[config.mk]
export PLATFORM = sky130hd
export DESIGN_NAME = hti_blend
export DESIGN_NICKNAME = d
export VERILOG_FILES = /design/src/rtl/hti_pkg.sv /design/src/rtl/hti_blend.sv
export SDC_FILE = /design/constraint.sdc
export NUM_CORES = 1
export LEC_CHECK = 0
export ABC_AREA = 1
export BUFFER_PORTS_ARGS = -buffer_cell sky130_fd_sc_hd__buf_4
export CAP_MARGIN = 20
export CORE_ASPECT_RATIO = 2
export CORE_MARGIN = 2
export CORE_UTILIZATION = 48
export DETAILED_ROUTE_END_ITERATION = 10
export SLEW_MARGIN = 10
export SYNTH_ARGS = -nofsm -noshare
export SYNTH_HDL_FRONTEND = slang
export SYNTH_SLANG_ARGS = --single-unit
[constraint.sdc]
create_clock -name clk -period 8.8 [get_ports clk]
set_input_delay 1.76 -clock clk [delete_from_list [all_inputs] [get_ports clk]]
set_output_delay 1.76 -clock clk [all_outputs]
set_load 0.02 [all_outputs]
[src/rtl/hti_pkg.sv]
// Shared constants, types and address helper for the heightmap triangle interpolator.
package hti_pkg;

  localparam int GRID_SIZE  = 64;
  localparam int HEIGHT_W   = 16;
  localparam int POS_W      = 16;
  localparam int COORD_W    = 6;
  localparam int FRAC_W     = 8;
  localparam int WEIGHT_W   = FRAC_W + 1;
  localparam int WEIGHT_ONE = 1 << FRAC_W;
  localparam int OFFSET     = GRID_SIZE * (WEIGHT_ONE / 2);

  // Four banks split by column and row parity; each holds one corner of any cell.
  localparam int NUM_BANKS  = 4;
  localparam int BANK_SEL_W = 2;
  localparam int HALF       = (GRID_SIZE + 1) / 2;
  localparam int HALF_W     = (HALF > 1) ? $clog2(HALF) : 1;
  localparam int BANK_DEPTH = HALF * HALF;
  localparam int BANK_AW    = (BANK_DEPTH > 1) ? $clog2(BANK_DEPTH) : 1;

  localparam int RX_W       = POS_W + 2;
  localparam int CELL_W     = RX_W - 1 - FRAC_W;
  localparam int PROD_W     = HEIGHT_W + WEIGHT_W + 1;
  localparam int SUM_W      = PROD_W + 2;
  localparam int QUOT_W     = SUM_W - FRAC_W;

  localparam logic OP_WRITE = 1'b0;
  localparam logic OP_QUERY = 1'b1;

  typedef struct packed {
    logic                       upper;
    logic [FRAC_W-1:0]          fx;
    logic [FRAC_W-1:0]          fz;
    logic signed [HEIGHT_W-1:0] h00;
    logic signed [HEIGHT_W-1:0] h10;
    logic signed [HEIGHT_W-1:0] h01;
    logic signed [HEIGHT_W-1:0] h11;
  } hti_corners_t;

  function automatic logic [BANK_AW-1:0] bank_addr(input logic [HALF_W-1:0] col_half,
                                                   input logic [HALF_W-1:0] row_half);
    return BANK_AW'(row_half) * BANK_AW'(HALF) + BANK_AW'(col_half);
  endfunction

endpackage

[src/rtl/hti_blend.sv]
// Triangle weights, registered corner products, floor shift and saturation.
module hti_blend (
  input  logic                                clk,
  input  logic                                en,
  input  hti_pkg::hti_corners_t               corners,
  output logic signed [hti_pkg::HEIGHT_W-1:0] result
);

  logic [hti_pkg::WEIGHT_W-1:0]       fsum;
  logic [hti_pkg::WEIGHT_W-1:0]       wa;
  logic [hti_pkg::WEIGHT_W-1:0]       wb;
  logic [hti_pkg::WEIGHT_W-1:0]       wc;
  logic signed [hti_pkg::HEIGHT_W-1:0] ha;
  logic signed [hti_pkg::PROD_W-1:0]  pa;
  logic signed [hti_pkg::PROD_W-1:0]  pb;
  logic signed [hti_pkg::PROD_W-1:0]  pc;
  logic signed [hti_pkg::SUM_W-1:0]   sum;
  logic signed [hti_pkg::QUOT_W-1:0]  quot;
  logic                               fits;

  always_comb begin
    fsum = {1'b0, corners.fx} + {1'b0, corners.fz};
    if (corners.upper) begin
      ha = corners.h11;
      wa = fsum - hti_pkg::WEIGHT_W'(hti_pkg::WEIGHT_ONE);
      wb = hti_pkg::WEIGHT_W'(hti_pkg::WEIGHT_ONE) - {1'b0, corners.fz};
      wc = hti_pkg::WEIGHT_W'(hti_pkg::WEIGHT_ONE) - {1'b0, corners.fx};
    end else begin
      ha = corners.h00;
      wa = hti_pkg::WEIGHT_W'(hti_pkg::WEIGHT_ONE) - fsum;
      wb = {1'b0, corners.fx};
      wc = {1'b0, corners.fz};
    end
  end

  // Hold products while the output is stalled.
  always_ff @(posedge clk) begin
    if (en) begin
      pa <= ha * $signed({1'b0, wa});
      pb <= corners.h10 * $signed({1'b0, wb});
      pc <= corners.h01 * $signed({1'b0, wc});
    end
  end

  always_comb begin
    sum  = hti_pkg::SUM_W'(pa) + hti_pkg::SUM_W'(pb) + hti_pkg::SUM_W'(pc);
    quot = sum[hti_pkg::SUM_W-1:hti_pkg::FRAC_W];
    fits = (quot[hti_pkg::QUOT_W-1:hti_pkg::HEIGHT_W-1] == '0) ||
           (quot[hti_pkg::QUOT_W-1:hti_pkg::HEIGHT_W-1] == '1);
    if (fits) begin
      result = quot[hti_pkg::HEIGHT_W-1:0];
    end else if (quot[hti_pkg::QUOT_W-1]) begin
      result = {1'b1, {(hti_pkg::HEIGHT_W-1){1'b0}}};
    end else begin
      result = {1'b0, {(hti_pkg::HEIGHT_W-1){1'b1}}};
    end
  end

endmodule

* After elaboration in Yosys (flattened, before gate mapping)
Index checks and enable logic that the tools add are counted.
** Storage, ports and cells
- Register bits :: 78
- Input port bits :: 83
- Output and inout bits :: 16
- Word-level logic and storage cells :: 22
** Cells by class
- Add/sub/neg operators :: 7
- Multipliers :: 3
- Equality and inequality tests :: 1
- Mux-type cells :: 6
- Reduce and logical (&&, ||, !) cells :: 2
** Operator list (number)
- $mul A16 B10 Y26 :: 3
- $mux W16 :: 3
- $add A27 B26 Y28 :: 1
- $add A26 B26 Y27 :: 1
- $mux W9 :: 3
- $sub A9 B8 Y9 const A :: 2
- $add A8 B8 Y9 :: 1
- $sub A9 B9 Y9 const A :: 1
- $sub A9 B9 Y9 const B :: 1
- $eq A5 B5 Y1 const B :: 1
- $logic_not A5 Y1 :: 1
- $logic_or A1 B1 Y1 :: 1

* Longest topological paths before layout
- Depth after elaboration :: 5
- Depth in mapped cells :: 33
- Depth with buffers taken out :: 32

* Worst setup path after synthesis
No wires, ideal clock.
- Path type :: input port to flip-flop
- From :: input port corners[64] (netlist bit)
- To :: register pa[19] (netlist bit), data pin
- Data arrival time :: 7315 ps
- Path slack :: 1220 ps
- Stages :: 24
- Path buffers :: 1
- Path through :: ha_1 fa_1 inv_1 ha_1 inv_1 o21ai_0 clkbuf_1 nand2_1 fa_1 inv_1 fa_1 fa_1 fa_1 inv_1 fa_1 inv_1 ha_1 a21oi_1 inv_1 a21oi_1 o21ai_0 a21oi_1 o21ai_0 xor2_1
** Between the ends
- Longest elaborated chain between the ends :: 4
** RTL lines
- start: declaration :: RTL line hti_blend.sv:5 : input hti_pkg::hti_corners_t corners,
- $add A8 B8 Y9 * :: RTL line hti_blend.sv:22 : fsum = {1'b0, corners.fx} + {1'b0, corners.fz};
- $sub A9 B9 Y9, on equally long branches :: RTL line hti_blend.sv:30, hti_blend.sv:25
- $mux W9 * :: RTL line hti_blend.sv:23 : if (corners.upper) begin
- $mul A16 B10 Y26 * :: RTL line hti_blend.sv:39 : pa <= ha * $signed({1'b0, wa});
- end signal: assignment :: RTL line hti_blend.sv:39
- end: declaration :: RTL line hti_blend.sv:14 : logic signed [hti_pkg::PROD_W-1:0] pa;
Every way passes the cells marked *; elsewhere a longest branch is shown, timed or not.
A chain may end at the register's enable or synchronous reset.

* Worst setup path after layout
- From :: input port corners[72] (netlist bit)
- To :: register pa[19] (netlist bit), data pin
Same word-level chain as after synthesis.

==> insert_results.sql <==
INSERT INTO impl_metrics (metric_group, metric, value, unit) VALUES
('routing', 'post-route-drc-count', '0', ''),
('logic_synthesis', 'synth.most_common_cell', 'sky130_fd_sc_hd__inv_1', ''),
('global_routing', 'grt_max_degree', '79', ''),
('placed_design', 'portBuffers', '98', ''),
('layout', 'post_route_cells_drive_above_1_share', '6.73', '%'),
('logic_synthesis', 'ys_ff_latch', '78', ''),
('run_status', 'status', 'complete, no violations', ''),
('timing', 'post-route-min-period', '8.14', 'ns'),
('logic_synthesis', 'synth.cells.most_frequent', 'sky130_fd_sc_hd__inv_1, sky130_fd_sc_hd__nand2_1, sky130_fd_sc_hd__fa_1, sky130_fd_sc_hd__nor2_1, sky130_fd_sc_hd__ha_1', ''),
('routing', 'drt.antenna.violating_nets', '0', ''),
('timing', 'tns', '0', 'ns'),
('timing', 'rsz0062_at_grt', 'false', ''),
('routing', 'route.vias.total', '16700', ''),
('routing', 'firstDrtPassIters', '5', ''),
('logic_synthesis', 'synth.top_cells.by_area', 'sky130_fd_sc_hd__fa_1, sky130_fd_sc_hd__ha_1, sky130_fd_sc_hd__inv_1', ''),
('global_routing', 'global_route_wire_length_before_repair', '87.8', 'mm'),
('critical_path', 'worstSetupStartpointType', 'input port', ''),
('logic_synthesis', 'synth_nets', '3359', ''),
('clock_tree', 'tritoncts.num_buffers', '9', ''),
('timing', 'final-hold-violation-count', '0', ''),
('routing', 'routed_wl', '51.7', 'mm'),
('logic_synthesis', 'xor_xnor_share_of_the_synthesized_area', '4.55', '%'),
('placed_design', 'detailed_place_hpwl', '45.8', 'mm'),
('timing', 'fmax', '123', 'MHz'),
('clock_tree', 'clk_transition_reported_paths', '0.06', 'ns'),
('logic_synthesis', 'synth-simple-area-share', '18.2', '%'),
('logic_synthesis', 'postSynth.topFlopCell', 'sky130_fd_sc_hd__edfxtp_1', ''),
('critical_path', 'timing.critical_path.fanout_max', '10', ''),
('floorplan', 'floorplan.core_area', '44700', 'um2'),
('logic_synthesis', 'ys_warn_count', '0', ''),
('timing', 'fin_crit_share', '92.4', '%'),
('floorplan', 'die-height', '304', 'um'),
('logic_synthesis', 'cell_variety_after_synth', '49', ''),
('logic_synthesis', 'async_flop_share', '0', '%'),
('global_routing', 'track_usage', '23.3', '%'),
('timing', 'setup_violations', '0', ''),
('clock_tree', 'post-cts-setup-buffers', '0', ''),
('global_routing', 'initial_antenna_violation_count', '1', ''),
('critical_path', 'crit_path_end_kind', 'register', ''),
('logic_synthesis', 'synth_area_leader_cell', 'sky130_fd_sc_hd__fa_1', ''),
('layout', 'layout.nets', '3458', ''),
('logic_synthesis', 'post_synth_mux_area_share', '0', '%'),
('clock_tree', 'clock_sink_count', '78', ''),
('logic_synthesis', 'number_of_flops_mapped_to_enable_cells_by_yosys', '78', ''),
('flow_run', 'cap_violations', '0', ''),
('logic_synthesis', 'ys_seq_area_share', '10.8', '%'),
('clock_tree', 'post_cts_resized', '0', ''),
('floorplan', 'boundaryPins', '99', ''),
('worst_hold_path', 'worstHoldPathType', 'in2reg', ''),
('floorplan', 'die-area', '47000', 'um2'),
('timing', 'pins_over_slew_limit', '0', ''),
('logic_synthesis', 'synthesis.area_per_instance', '8.10', 'um2'),
('routing', 'violation_count_after_the_first_detailed_route_iteration', '855', ''),
('logic_synthesis', 'netlist.area_leader.share', '36.2', '%'),
('logic_synthesis', 'synth-adder-area-share', '48.2', '%'),
('routing', 'vias_per_cell', '5.01', ''),
('floorplan', 'floorplan.die.width', '154', 'um'),
('timing', 'slew_headroom', '31.2', '%'),
('routing', 'route.detailed.wl_per_inst', '15.5', 'um'),
('critical_path', 'critical_path_arrival', '8.21', 'ns'),
('global_routing', 'grt_pass1_vias', '17400', ''),
('layout', 'postLayoutCoreUtil', '52.2', '%'),
('global_routing', 'overflow', '0', ''),
('logic_synthesis', 'synthesis.instances', '2676', ''),
('clock_tree', 'root_buffer', 'sky130_fd_sc_hd__clkbuf_16', ''),
('clock_tree', 'tritoncts', 'yes', ''),
('floorplan', 'floorplan.initialDensity', '48.4', '%'),
('timing', 'worstMarginPinSlew', '1.03', 'ns'),
('critical_path', 'setup.worst_path.class', 'in2reg', ''),
('floorplan', 'rows', '110', ''),
('clock_tree', 'hold_buffers', '0', ''),
('clock_tree', 'cts-root-to-sink-buffers', '2', ''),
('placed_design', 'gp_routability_congestion', '0.918', ''),
('logic_synthesis', 'combinational_family_with_the_most_area_after_synthesis', 'adder cells', ''),
('logic_synthesis', 'synth-compound-area-share', '6.13', '%'),
('critical_path', 'timing.critical_path.required', '8.88', 'ns'),
('layout', 'synthToLayoutAreaGrowth', '7.88', '%'),
('logic_synthesis', 'synth.cell_area', '21700', 'um2'),
('clock_tree', 'htree_num_levels', '3', '');
[final timing paths]
check             cells past startpoint        start     end
setup / recovery                     26  corners[72]  pa[19]
hold / removal                        3  corners[16]   pc[0]
[through the flow]
step,setup WS (ns),instances,area (um2),hold WS (ns)
final,0.665,3341,23400,2.00
after global routing,0.206,3340,23400,2.07
after CTS,0.725,3337,23300,1.98
after detailed placement,0.376,3322,23100,2.32
after global placement,0.313,3321,23100,2.31
after floorplan,1.22,2676,21700,1.87
[cell families after synthesis]
family / after synthesis
AOI/OAI and AO/OA: 237
xor gates and xnor gates: 109
adders and majority gates: 600
buffers and inverters: 682
DFF: 78
and+or+nand+nor: 970
[cell usage in the layout, fill, tap and decap left out, types with 9 or more instances in the layout]
master                      synthesis  routed
sky130_fd_sc_hd__o21bai_1          14      14
sky130_fd_sc_hd__nand3_1           66      66
sky130_fd_sc_hd__inv_1            637     637
sky130_fd_sc_hd__fa_1             392     392
sky130_fd_sc_hd__nor3_1            17      17
sky130_fd_sc_hd__a21o_1            10      10
sky130_fd_sc_hd__a21oi_1          109     109
sky130_fd_sc_hd__xor2_1            67      67
sky130_fd_sc_hd__xnor2_1           38      38
sky130_fd_sc_hd__a31oi_1           12      12
sky130_fd_sc_hd__nand2_2            9       9
sky130_fd_sc_hd__o21ai_0           64      63
sky130_fd_sc_hd__buf_4              1     124
sky130_fd_sc_hd__nor2_1           345     345
sky130_fd_sc_hd__ha_1             208     208
sky130_fd_sc_hd__nand4_1           14      14
sky130_fd_sc_hd__edfxtp_1          78      78
sky130_fd_sc_hd__nand2_1          490     490
sky130_fd_sc_hd__clkbuf_16          0       9
sky130_fd_sc_hd__o21ai_1            9      10
[worst max-delay path, stage by stage]
cell	delay, ns
sky130_fd_sc_hd__buf_4	0.13
sky130_fd_sc_hd__ha_1	0.51
sky130_fd_sc_hd__clkinv_1	0.38
sky130_fd_sc_hd__ha_1	0.36
sky130_fd_sc_hd__nand3_2	0.11
sky130_fd_sc_hd__nor2_2	0.06
sky130_fd_sc_hd__o21ai_0	0.14
sky130_fd_sc_hd__nand2_1	0.30
sky130_fd_sc_hd__inv_2	0.27
sky130_fd_sc_hd__nand2_1	0.09
sky130_fd_sc_hd__fa_1	0.48
sky130_fd_sc_hd__inv_1	0.05
sky130_fd_sc_hd__fa_1	0.56
sky130_fd_sc_hd__fa_1	0.43
sky130_fd_sc_hd__fa_1	0.49
sky130_fd_sc_hd__inv_1	0.05
sky130_fd_sc_hd__fa_1	0.47
sky130_fd_sc_hd__inv_1	0.04
sky130_fd_sc_hd__ha_1	0.34
sky130_fd_sc_hd__a21oi_1	0.23
sky130_fd_sc_hd__inv_1	0.07
sky130_fd_sc_hd__a21oi_1	0.11
sky130_fd_sc_hd__o21ai_0	0.09
sky130_fd_sc_hd__a21oi_1	0.34
sky130_fd_sc_hd__o21ai_0	0.16
sky130_fd_sc_hd__xor2_1	0.17
[layout make-up]
type	count	area [um2]
antenna	2	5.00
clock buffer	10	229
clock inverter	5	36.3
fill	4407	21400
inverter	645	2420
multi-input combinational	1916	16700
sequential	78	2340
tap	560	701
timing repair buffer	125	942
[state kept, by name, indices dropped and copies added (netlist names)]
register	cells
pa	26
pb	26
pc	26
[per-layer routing]
metal  track usage [%]  vias to the layer above  part of all wire [%]
li1                  -                     8256                     -
met5                 0                        -                     0
met3              1.30                       65                   2.9
met1              31.2                     8059                    44
met2              40.8                      347                    50
met4              6.78                        0                   3.3
Power is not shown: default switching activity piles up to over one toggle a cycle in this logic, so the estimate is an artifact.
